## config.mk

```make
export PLATFORM = sky130hd
export DESIGN_NAME = gbts_cmd_queue
export DESIGN_NICKNAME = d
export VERILOG_FILES = /design/src/design/gap_buffer_text_store_assert.svh /design/src/design/gbts_pkg.sv /design/src/design/gbts_cmd_queue.sv
export SDC_FILE = /design/constraint.sdc
export NUM_CORES = 1
export LEC_CHECK = 0
export BUFFER_PORTS_ARGS = -buffer_cell sky130_fd_sc_hd__buf_4
export CAP_MARGIN = 0
export CORE_AREA = 5 5 79 95
export CTS_CLUSTER_SIZE = 14
export DETAILED_ROUTE_END_ITERATION = 7
export DIE_AREA = 0 0 84 100
export PLACE_DENSITY = 0.7
export SLEW_MARGIN = 20
export SYNTH_ARGS = -nofsm -noshare
export SYNTH_HDL_FRONTEND = slang
export SYNTH_SLANG_ARGS = --single-unit
```

## constraint.sdc

```tcl
create_clock -name clk -period 2.4 [get_ports clk]
set_input_delay 0.24 -clock clk [delete_from_list [all_inputs] [get_ports clk]]
set_output_delay 0.24 -clock clk [all_outputs]
set_load 0.005 [all_outputs]
```

## src/design/gap_buffer_text_store_assert.svh

```systemverilog
// Assertion macros for the gap buffer text store.
`ifndef GAP_BUFFER_TEXT_STORE_ASSERT_SVH
`define GAP_BUFFER_TEXT_STORE_ASSERT_SVH
// Assert that a condition implies another at the same edge.
`define GBTS_ASSERT_IMPL(label, ante, cons) \
    label: assert property (@(posedge clk) disable iff (!rst_n) (ante) |-> (cons)) \
        else $error("assertion failed");
// Assert that a condition holds at every edge.
`define GBTS_ASSERT_ALWAYS(label, cond) \
    label: assert property (@(posedge clk) disable iff (!rst_n) (cond)) \
        else $error("assertion failed");
`endif

```

## src/design/gbts_pkg.sv

```systemverilog
// Package with shared types and constants for the gap buffer text store.
package gbts_pkg;
    localparam int CAPACITY_DEF = 4096;

    localparam logic [1:0] CMD_INSERT = 2'd0;
    localparam logic [1:0] CMD_DELETE = 2'd1;
    localparam logic [1:0] CMD_FIND   = 2'd2;
    localparam logic [1:0] CMD_READ   = 2'd3;

    localparam logic [1:0] ST_DONE     = 2'd0;
    localparam logic [1:0] ST_FULL     = 2'd1;
    localparam logic [1:0] ST_NOTFOUND = 2'd2;

    typedef struct packed {
        logic [1:0]  cmd;
        logic [12:0] place;
        logic [12:0] range_stop;
        logic [7:0]  symbol;
    } cmd_t;

    typedef struct packed {
        logic [1:0]  status;
        logic [11:0] found_place;
        logic [7:0]  read_symbol;
        logic [12:0] text_length;
    } res_t;

    typedef enum logic [2:0] {
        S_IDLE, S_MOVE_FWD, S_MOVE_BACK, S_SCAN, S_READ, S_FINISH
    } eng_state_t;
endpackage

```

## src/design/gbts_cmd_queue.sv

```systemverilog
// Small command queue between the front end and the engine.
module gbts_cmd_queue (
    input  logic           clk,
    input  logic           rst_n,
    input  logic           push,
    input  gbts_pkg::cmd_t wdata,
    output logic           full,
    input  logic           pop,
    output logic           empty,
    output gbts_pkg::cmd_t rdata
);
    gbts_pkg::cmd_t slot_reg [2];
    logic       wptr_reg, rptr_reg;
    logic [1:0] count_reg;

    assign full  = (count_reg == 2'd2);
    assign empty = (count_reg == 2'd0);
    assign rdata = slot_reg[rptr_reg];

    // Store pushed commands.
    always_ff @(posedge clk)
    begin
        if (push && !full)
        begin
            slot_reg[wptr_reg] <= wdata;
        end
    end

    // Advance pointers and count.
    always_ff @(posedge clk or negedge rst_n)
    begin
        if (!rst_n)
        begin
            wptr_reg  <= 1'b0;
            rptr_reg  <= 1'b0;
            count_reg <= 2'd0;
        end
        else
        begin
            if (push && !full)
            begin
                wptr_reg <= ~wptr_reg;
            end
            if (pop && !empty)
            begin
                rptr_reg <= ~rptr_reg;
            end
            count_reg <= count_reg + 2'((push && !full) ? 1 : 0)
                                   - 2'((pop && !empty) ? 1 : 0);
        end
    end
endmodule

```

==> parameters.txt, run 1 <==
Parameter                              Value

Floorplanning
  Horizontal extent of the die ... 84 um
  Ports placed on the boundary ... 78
  # rows ... 32
  Die outline area ... 0.00840 mm2
  Core Region ... around 0.0064 mm2
  Starting density of the core ... 0.460
  Chip Height ... 100 um

Routing
  DRT Pass-1 Iters ... 4
  Via total after detailed routing ... ~1.4k
  Vias per Instance ... 4.58
  Remaining design rule violation count ... 0
  Wirelength per Cell ... roughly 16 um
  Starting DRT DRC Count ... 90
  Count of antenna-violating nets left after detailed routing ... 0
  Overall routed net length ... a little under 5 mm

Timing
  Worst slew margin ... 0.660
  Final Cycle Share ... 0.750
  Clk_skew ... 0.0100 ns
  Unrepaired setup endpoints after global routing ... no
  Max-slew violation count ... 0
  Measured slew at the worst slew-check pin ... around 0.51 ns
  Minimum clock period after layout ... 1.80 ns
  Setup violations, final ... 0
  Endpoints failing hold ... 0
  Least setup slack across all paths after layout ... between 0.5 and 0.6 ns
  Maximum frequency from static timing analysis ... 555 MHz
  Total negative slack for setup checks ... 0 ns

GRT
  Number of global-route vias before repair ... 1573
  Overflow left after global routing ... 0
  Pin count of the biggest net entering global routing ... 35
  Global routing met3 resource utilization ... 0.0435
  Combined global-route utilization of all metal layers ... 0.123
  Number of antenna violations at the first check in global routing ... 0
  GR met2 Demand/Resource ... 0.225
  Global-route wire length before repair ... 7.75 mm
  Global routing usage on met1 ... 0.122
  Most crowded layer after global routing ... met2

Power and ir drop
  P per Cell Area ... 1160 mW/mm2
  Internal Power ... between 3000 and 4000 uW
  Switch Pwr ... approximately 1100 uW
  Fraction of power consumed by the clock network ... 0.223
  Switching power share of the total ... 0.257
  LEAKAGE ... approximately 0.0015 uW
  Peak VDD IR ... around 770 uV
  Combinational share of power ... 0.347
  Fraction of power consumed by sequential logic ... 0.430

Finish
  Largest register FFs ... 72
  Fraction of final layout cells with drive strength greater than 1 ... 0.599
  Nets ... 260
  Area overhead of the layout relative to synthesis ... 30.4%
  Count of inserted antenna diode cells ... 0

Clocking
  Clk pin slew, worst setup/hold paths ... approximately 0.08 ns
  Buffer depth of the longest clock path ... 2
  Number of setup buffers added after CTS ... 0
  CTS Sinks ... 76
  CTS tree ... done
  Clock tree root buffer cell ... sky130_fd_sc_hd__clkbuf_8
  Clock buffers created by TritonCTS ... 9
  Latest clock arrival within the worst-skew pair ... 0.34 ns
  H-tree lvl count ... 3

Yosys
  Cells after Synth ... 130
  Area of the mapped netlist ... 0.00295 mm2
  Share of synthesized cell area in full adder, half adder and majority cells ... 0.00849
  Fraction of the yosys area taken by sequential cells ... 0.767
  Number of library cell types mapped by synthesis ... 15
  Dominant combinational cell family by area after synthesis ... multiplexers
  Number of flip-flops and latches in the synthesized netlist ... 76
  Yosys warning count ... 0
  Multiplexer area fraction after synthesis ... 0.174
  Synthesized area divided by synthesized cell count ... 22.7 um2
  Complex-gate fraction of the synthesized area ... 0
  Synthesized-area fraction occupied by and/or/nand/nor cells ... 0.0110
  Xor-xnor portion of the synthesized cell area ... 0.0119
  Synth Net Count ... roughly 170

Worst setup path
  Peak fanout along the critical path ... 34
  CP cell instances ... buf_12 -> mux2_2 -> buf_4
  Slowest Stage Delay on Critical Path ... 0.44 ns
  Top delay family on crit path ... flip-flops
  CP Launch Type ... flop
  Arr. time, crit path ... 1.56 ns
  Worst Path Buf+Inv ... 2
  Element type at the critical path end ... output pin
  Worst endpoint required time ... 2.16 ns
  Worst-path cell with the longest stage delay ... sky130_fd_sc_hd__dfrtp_2
  Category of the critical setup timing path ... reg2out

Placement
  Global placement routability congestion ... roughly 0.71
  Port Buffer Count ... 77
  Final HPWL DP ... 3.44 mm
  Minimum setup slack after placement ... 0.721 ns

Job
  Number of max-cap violations ... 0

Outcome
  Run status ... finished, final reports clean

Hold path
  Hold/Removal Path Class ... in2reg
metal layers:
metal	routed length, um	vias up
met5	0	-
met4	70	0
met3	287	6
met2	2790	36
met1	1720	685
li1	-	679
power by group through the flow:
stage	combinational, uW	sequential, uW	clock [uW]
after floorplan	996	1920	0
after global placement	1590	1940	0
after detailed placement	1590	1950	0
after CTS	1600	1930	1020
after global routing	1670	1950	1070
final	1550	1920	995
worst reg2reg max path: stages, from the launching register on:
cell                       delay (ns)
sky130_fd_sc_hd__dfrtp_1         0.40
sky130_fd_sc_hd__nand2b_1        0.13
sky130_fd_sc_hd__nand2_1         0.15
sky130_fd_sc_hd__nor2_4          0.44
sky130_fd_sc_hd__buf_12          0.24
cell usage in the layout, fill, tap and decap left out, types with 2 or more instances in the layout:
| master | synthesis | routed |
|---|---|---|
| sky130_fd_sc_hd__dfrtp_1 | 4 | 3 |
| sky130_fd_sc_hd__buf_12 | 3 | 3 |
| sky130_fd_sc_hd__buf_4 | 0 | 77 |
| sky130_fd_sc_hd__mux2_4 | 29 | 29 |
| sky130_fd_sc_hd__inv_1 | 2 | 2 |
| sky130_fd_sc_hd__clkinv_1 | 0 | 2 |
| sky130_fd_sc_hd__edfxtp_1 | 72 | 72 |
| sky130_fd_sc_hd__ha_1 | 2 | 2 |
| sky130_fd_sc_hd__mux2_2 | 7 | 7 |
| sky130_fd_sc_hd__xnor2_1 | 3 | 3 |
| sky130_fd_sc_hd__bufinv_16 | 0 | 2 |
| sky130_fd_sc_hd__clkbuf_8 | 0 | 9 |
cells in the mapped netlist:
master | count | area [um2]
sky130_fd_sc_hd__dfrtp_1 | 4 | 100
sky130_fd_sc_hd__xor2_1 | 1 | 8.76
sky130_fd_sc_hd__buf_12 | 3 | 60.1
sky130_fd_sc_hd__nand2_1 | 1 | 3.75
sky130_fd_sc_hd__ha_1 | 2 | 25.0
sky130_fd_sc_hd__inv_1 | 2 | 7.51
sky130_fd_sc_hd__mux2_4 | 29 | 435
sky130_fd_sc_hd__edfxtp_1 | 72 | 2160
sky130_fd_sc_hd__xnor2_1 | 3 | 26.3
sky130_fd_sc_hd__nand2b_1 | 1 | 6.26
sky130_fd_sc_hd__and3_1 | 1 | 6.26
sky130_fd_sc_hd__nor2_1 | 2 | 7.51
sky130_fd_sc_hd__mux2_2 | 7 | 78.8
sky130_fd_sc_hd__buf_6 | 1 | 11.3
sky130_fd_sc_hd__nor2b_2 | 1 | 8.76
logic make-up after synthesis:
family | after synthesis
xor gates and xnor gates | 4
adders and majority gates | 2
buffers and inverters | 6
DFF | 76
muxes | 36
and+or+nand+nor | 6
repair_timing:
| item | CTS | global route |
|---|---|---|
| hold buffers | 1 | 0 |
| hold endpoints to repair | 4 | 0 |
| resized for setup | 0 | 0 |
through the flow:
step,cells,area (um2),total power [uW],hold WS (ns),util
floorplan,130,2950,2910,-0.0556,-
global placement,291,3630,3520,0.0388,0.567
detailed placement,291,3630,3540,0.0408,0.567
CTS,307,3840,4540,0.0634,0.600
global route,307,3840,4700,0.0622,0.600
finish,307,3840,4460,0.0806,0.600
cell type report:
type,count,area [um2]
fillers,500,2560
flip-flops and latches,76,2260
repair buffers,81,648
multi-input cells,48,616
clock buffers,9,124
well taps,85,106
clock inverters,6,80.1
inverters,2,7.51
final timing paths:
check / startpoint / end / slack (ns) / cells after the start
min: wdata[11] / slot_reg[1][11] / 0.08 / 1
max in group asynchronous: rst_n / rptr_reg / 2.05 / 2
min reg2reg: count_reg[1] / count_reg[1] / 0.51 / 1
min in group asynchronous: rst_n / wptr_reg / 0.24 / 2
max reg2reg: count_reg[1] / slot_reg[0][35] / 0.75 / 4
max: rptr_reg / rdata[0] / 0.60 / 3
Note: power is estimated with default switching activity, not from simulation.
==> inputs of run 2 (changes only) <==
--- a/config.mk
+++ b/config.mk
@@ -7,11 +7,11 @@
 export LEC_CHECK = 0
 export BUFFER_PORTS_ARGS = -buffer_cell sky130_fd_sc_hd__buf_4
 export CAP_MARGIN = 0
-export CORE_AREA = 5 5 79 95
+export CORE_AREA = 5 5 75 91
 export CTS_CLUSTER_SIZE = 14
 export DETAILED_ROUTE_END_ITERATION = 7
-export DIE_AREA = 0 0 84 100
-export PLACE_DENSITY = 0.7
+export DIE_AREA = 0 0 80 96
+export PLACE_DENSITY = 0.73
 export SLEW_MARGIN = 20
 export SYNTH_ARGS = -nofsm -noshare
 export SYNTH_HDL_FRONTEND = slang
==> constraint.sdc (replaced) <==
create_clock -name clk -period 1.7 [get_ports clk]
set_input_delay 0.17 -clock clk [delete_from_list [all_inputs] [get_ports clk]]
set_output_delay 0.17 -clock clk [all_outputs]
set_load 0.005 [all_outputs]
==> parameters.txt, run 2 (synthesis results as in run 1) <==
Parameter                              Value

Outcome
  Run status ... finished, final reports clean

Finish
  Highest-count cells in the layout ignoring fill and taps ... 79 x sky130_fd_sc_hd__buf_4, 72 x sky130_fd_sc_hd__edfxtp_1, 29 x sky130_fd_sc_hd__mux2_4
  Nets ... 262 (+0.77%)
  Largest register FFs ... 72 (unchanged)
  Most common cell after layout, fill and taps aside ... sky130_fd_sc_hd__buf_4
  Final non-filler cell total ... 307 (unchanged)
  Fraction of final layout cells with drive strength greater than 1 ... 0.609 (+0.00979)
  Count of inserted antenna diode cells ... 0 (unchanged)
  Area overhead of the layout relative to synthesis ... 30.9%

Power and ir drop
  Fraction of power consumed by sequential logic ... 0.426 (-0.004)
  Fraction of power consumed by the clock network ... 0.220 (-0.003)
  Internal Power ... 4710 uW (+42%)
  Combinational share of power ... 0.354 (+0.007)
  LEAKAGE ... 0.00156 uW (+1.1%)
  Peak VDD IR ... 1150 uV (+50%)
  P per Cell Area ... 1650 mW/mm2 (+42%)
  Switching power share of the total ... 0.257 (+0.000783)
  Switch Pwr ... 1630 uW (+43%)

Placement
  Global placement routability congestion ... 0.692 (-1.9%)
  Cells after DPL ... 290 (-0.34%)
  Final HPWL DP ... 3.49 mm (+1.5%)
  Port Buffer Count ... 77 (unchanged)

Timing
  Setup violations, final ... 0 (unchanged)
  Measured slew at the worst slew-check pin ... 0.294 ns (-0.215 ns)
  Total negative slack for setup checks ... 0 ns (unchanged)
  Endpoints failing hold ... 0 (unchanged)
  Hold Worst Slack ... 0.0302 ns (-0.0504 ns)
  Minimum clock period after layout ... about 1.6 ns
  Final Cycle Share ... 0.943
  Max-slew violation count ... 0 (unchanged)
  Maximum frequency from static timing analysis ... roughly 620 MHz
  Unrepaired setup endpoints after global routing ... yes
  Clk_skew ... 0.00685 ns (-0.00316 ns)
  Worst slew margin ... 0.804 (+0.144)

Routing
  Count of antenna-violating nets left after detailed routing ... 0 (unchanged)
  Overall routed net length ... 4.88 mm (+0.21%)
  Remaining design rule violation count ... 0 (unchanged)
  Wirelength per Cell ... 15.9 um (+0.21%)
  Vias per Instance ... 4.64 (+1.3%)
  Starting DRT DRC Count ... 27 (-70%)
  Via total after detailed routing ... 1424 (+1.3%)
  DRT Pass-1 Iters ... 4 (unchanged)

GRT
  Pin count of the biggest net entering global routing ... 37 (+5.7%)
  Number of antenna violations at the first check in global routing ... 0 (unchanged)
  Number of global-route vias before repair ... 1521 (-3.3%)
  Global-route wire length before repair ... 7.36 mm (-5.0%)
  Overflow left after global routing ... 0 (unchanged)
  Combined global-route utilization of all metal layers ... 0.131 (+0.00862)

Worst setup path
  Arr. time, crit path ... 1.43 ns (-0.13 ns)
  CP Launch Type ... flop
  Worst endpoint required time ... 1.53 ns (-0.63 ns)
  Peak fanout along the critical path ... 16 (-53%)
  Element type at the critical path end ... output pin
  Category of the critical setup timing path ... reg2out

Floorplanning
  Die outline area ... 0.00768 mm2 (-8.6%)
  Ports placed on the boundary ... 78 (unchanged)
  Core Region ... 0.00590 mm2 (-8.0%)
  Chip Height ... 96 um (-4.0%)
  Starting density of the core ... 0.500 (+0.0398)
  Horizontal extent of the die ... 80 um (-4.8%)
  # rows ... 31 (-3.1%)

Hold path
  Hold/Removal Path Class ... in2reg

Clocking
  Latest clock arrival within the worst-skew pair ... 0.32 ns (-0.02 ns)
  Clock tree root buffer cell ... sky130_fd_sc_hd__clkbuf_8
  CTS tree ... done
  Buffer depth of the longest clock path ... 2 (unchanged)
  H-tree lvl count ... 3 (unchanged)
  Clock buffers created by TritonCTS ... 9 (unchanged)
  CTS Sinks ... 76 (unchanged)
  Clk pin slew, worst setup/hold paths ... 0.07 ns (about the same)

Job
  Number of max-cap violations ... 0 (unchanged)
-- run 2: through the flow --
step / power, uW / instance area [um2] / utilization / setup WS (ns)
2_1_floorplan: 4110 / 2960 / - / 0.130
3_3_place_gp: 4920 / 3630 / 0.616 / 0.212
3_5_place_dp: 5020 / 3630 / 0.616 / 0.0739
4_1_cts: 6400 / 3840 / 0.652 / 0.00100
5_1_grt: 6670 / 3860 / 0.654 / -0.0129
6_report: 6350 / 3860 / 0.654 / 0.0971
-- run 2: timing repair --
item                       in CTS  in global routing
setup buffers                   0                  0
gates resized for setup         0                  3
hold buffers                    1                  0
setup endpoints to repair       0                  9
hold endpoints to repair        4                  0
-- run 2: metal layers --
metal	vias to the layer above	part of all wire	track usage
li1	683	-	-
met1	702	0.37	0.144
met2	37	0.57	0.235
met3	2	0.052	0.0440
met4	0	0.0051	0.0465
met5	-	0	0
-- run 2: path summary, 6_finish.rpt --
check	from	end	slack [ns]	cells past startpoint
setup / recovery	rptr_reg	rdata[5]	0.1	3
hold / removal	wdata[29]	slot_reg[0][29]	0.03	1
setup reg to reg	count_reg[1]	count_reg[1]	0.11	7
hold reg to reg	count_reg[1]	count_reg[1]	0.51	1
max in group asynchronous	rst_n	rptr_reg	1.41	2
min in group asynchronous	rst_n	count_reg[0]	0.17	2
-- run 2: worst max-delay path, cell delays in order, from the launching register on --
cell and delay (ns):
sky130_fd_sc_hd__dfrtp_2 0.39, sky130_fd_sc_hd__buf_6 0.22, sky130_fd_sc_hd__mux2_2 0.36, sky130_fd_sc_hd__buf_4 0.14
-- run 2: final cells by class --
class	instances	area, um2
tap	82	103
inverter	2	7.51
fill	423	2040
clock inverter	7	81.3
sequential	76	2260
timing repair buffer	83	654
clock buffer	9	124
multi-input combinational	48	626
-- run 2: power groups by stage --
stage	Combinational, uW	Sequential (uW)	Clock, uW
after floorplan	1410	2700	0
after global placement	2200	2710	0
after detailed placement	2260	2750	0
after CTS	2270	2710	1430
after global routing	2420	2750	1500
final	2250	2710	1390
==> inputs of run 3 (changes only) <==
--- a/config.mk
+++ b/config.mk
@@ -7,11 +7,11 @@
 export LEC_CHECK = 0
 export BUFFER_PORTS_ARGS = -buffer_cell sky130_fd_sc_hd__buf_4
 export CAP_MARGIN = 0
-export CORE_AREA = 5 5 75 91
+export CORE_AREA = 5 5 99 119
 export CTS_CLUSTER_SIZE = 14
 export DETAILED_ROUTE_END_ITERATION = 7
-export DIE_AREA = 0 0 80 96
-export PLACE_DENSITY = 0.73
+export DIE_AREA = 0 0 104 124
+export PLACE_DENSITY = 0.44
 export SLEW_MARGIN = 20
 export SYNTH_ARGS = -nofsm -noshare
 export SYNTH_HDL_FRONTEND = slang
==> parameters.txt, run 3 (synthesis results as in run 1) <==
Parameter                              Value

Clocking
  H-tree lvl count ... 3 (unchanged)
  Latest clock arrival within the worst-skew pair ... 0.32 ns (about the same)
  CTS Sinks ... 76 (unchanged)
  Clk pin slew, worst setup/hold paths ... 0.05 ns (-0.02 ns)
  Clock buffers created by TritonCTS ... 9 (unchanged)
  Clock tree root buffer cell ... sky130_fd_sc_hd__clkbuf_16
  Buffer depth of the longest clock path ... 2 (unchanged)
  CTS tree ... done
  Number of setup buffers added after CTS ... 0 (unchanged)

Routing
  Vias per Instance ... 4.10 (-12%)
  Remaining design rule violation count ... 0 (unchanged)
  Via total after detailed routing ... 1457 (+2.3%)
  DRT Pass-1 Iters ... 4 (unchanged)
  Wirelength per Cell ... 15.0 um (-5.8%)
  Starting DRT DRC Count ... 46 (+70%)
  Overall routed net length ... 5.32 mm (+8.9%)
  Count of antenna-violating nets left after detailed routing ... 0 (unchanged)

Worst setup path
  Peak fanout along the critical path ... 19 (+3)
  Element type at the critical path end ... output pin
  CP Launch Type ... flop
  Category of the critical setup timing path ... reg2out
  Arr. time, crit path ... 1.44 ns (about the same)
  Worst endpoint required time ... 1.53 ns (about the same)

Outcome
  Run status ... finished, final reports clean

GRT
  Number of global-route vias before repair ... 1523 (+0.13%)
  Global-route wire length before repair ... 8.05 mm (+9.3%)
  Pin count of the biggest net entering global routing ... 21 (-43%)
  Number of antenna violations at the first check in global routing ... 0 (unchanged)
  Combined global-route utilization of all metal layers ... 0.0849 (-0.0462)
  Overflow left after global routing ... 0 (unchanged)

Timing
  Measured slew at the worst slew-check pin ... 0.242 ns (-0.0521 ns)
  Setup violations, final ... 0 (unchanged)
  Maximum frequency from static timing analysis ... 623 MHz (-0.18%)
  Final Cycle Share ... 0.945 (+0.00171)
  Max-slew violation count ... 0 (unchanged)
  Worst slew margin ... 0.839 (+0.0347)
  Endpoints failing hold ... 0 (unchanged)
  Minimum clock period after layout ... 1.61 ns (+0.00291 ns)
  Total negative slack for setup checks ... 0 ns (unchanged)
  Clk_skew ... 0.00272 ns (-0.00413 ns)
  Unrepaired setup endpoints after global routing ... no

Finish
  Highest-count cells in the layout ignoring fill and taps ... 78 x sky130_fd_sc_hd__buf_4, 72 x sky130_fd_sc_hd__edfxtp_1, 29 x sky130_fd_sc_hd__mux2_4
  Most common cell after layout, fill and taps aside ... sky130_fd_sc_hd__buf_4
  Largest register FFs ... 72 (unchanged)
  Count of inserted antenna diode cells ... 0 (unchanged)
  Fraction of final layout cells with drive strength greater than 1 ... 0.606 (-0.00269)
  Share of the core filled with cells ... 0.385 (-0.269)
  Area overhead of the layout relative to synthesis ... 36.7%
  Nets ... 263 (+0.38%)
  Total of fill cells in the finished design ... 1002 (+140%)

Job
  Number of max-cap violations ... 0 (unchanged)

Floorplanning
  Ports placed on the boundary ... 78 (unchanged)
  Horizontal extent of the die ... 104 um (+30%)
  Chip Height ... 124 um (+29%)
  Die outline area ... 0.0129 mm2 (+68%)
  # rows ... 41 (+32%)
  Starting density of the core ... 0.282 (-0.218)
  Core Region ... 0.0105 mm2 (+78%)

Hold path
  Hold/Removal Path Class ... in2reg

Power and ir drop
  LEAKAGE ... 0.00160 uW (+2.8%)
  Peak VDD IR ... 634 uV (-45%)
  P per Cell Area ... 1700 mW/mm2 (+3.0%)

Placement
  Port Buffer Count ... 77 (unchanged)
  Final HPWL DP ... 3.61 mm (+3.4%)
  Global placement routability congestion ... 0.698 (+0.91%)
==> run 3: per-layer routing <==
layer | wire length [um] | track usage | vias to the layer above
li1 | - | - | 689
met1 | 2020 | 0.0933 | 715
met2 | 2830 | 0.138 | 43
met3 | 341 | 0.0358 | 10
met4 | 125 | 0.0510 | 0
met5 | 0 | 0 | -
==> run 3: repair_timing <==
item,in CTS,in global routing
gates resized for setup,0,1
setup endpoints to repair,0,1
endpoints found under the hold margin,4,0
hold buffers,1,0
==> run 3: cell type report <==
cell class	instances	area, um2	area share
Timing Repair Buffer	84	696	0.173
Tap cell	129	161	0.0400
Clock inverter	6	55.1	0.0137
Multi-Input combinational cell	48	618	0.153
Sequential cell	76	2260	0.562
Inverter	2	7.51	0.00186
Clock buffer	10	229	0.0568
==> run 3: per-stage QoR <==
step	cells	setup slack, ns	hold slack (ns)	cell area (um2)	total power [uW]
after floorplan	130	0.130	-0.126	2960	4110
after global placement	338	0.176	-0.0281	3730	5150
after detailed placement	338	0.124	-0.0273	3730	5160
after CTS	355	0.0585	0.00927	4030	7000
after global routing	355	0.0237	0.00836	4030	7250
final	355	0.0942	0.0285	4030	6830
==> run 3: final timing paths <==
check	startpoint	to	slack, ns	cells after the start
worst min register to register	count_reg[1]	count_reg[1]	0.50	1
worst max-delay path	rptr_reg	rdata[35]	0.09	3
min in group asynchronous	rst_n	wptr_reg	0.17	2
max in group asynchronous	rst_n	rptr_reg	1.41	2
worst min-delay path	wdata[8]	slot_reg[0][8]	0.03	1
worst max register to register	count_reg[1]	count_reg[1]	0.14	7
==> run 3: worst max-delay path, cell delays in order, from the launching register on <==
cell	delay, ns
sky130_fd_sc_hd__dfrtp_2	0.40
sky130_fd_sc_hd__buf_12	0.20
sky130_fd_sc_hd__mux2_2	0.37
sky130_fd_sc_hd__buf_4	0.14
==> run 3: report_power, final <==
part	switching, uW	internal [uW]	leakage [uW]	total, uW
clock network	670	1120	0.000137	1790
logic	946	1400	0.000748	2350
registers	127	2570	0.000714	2700
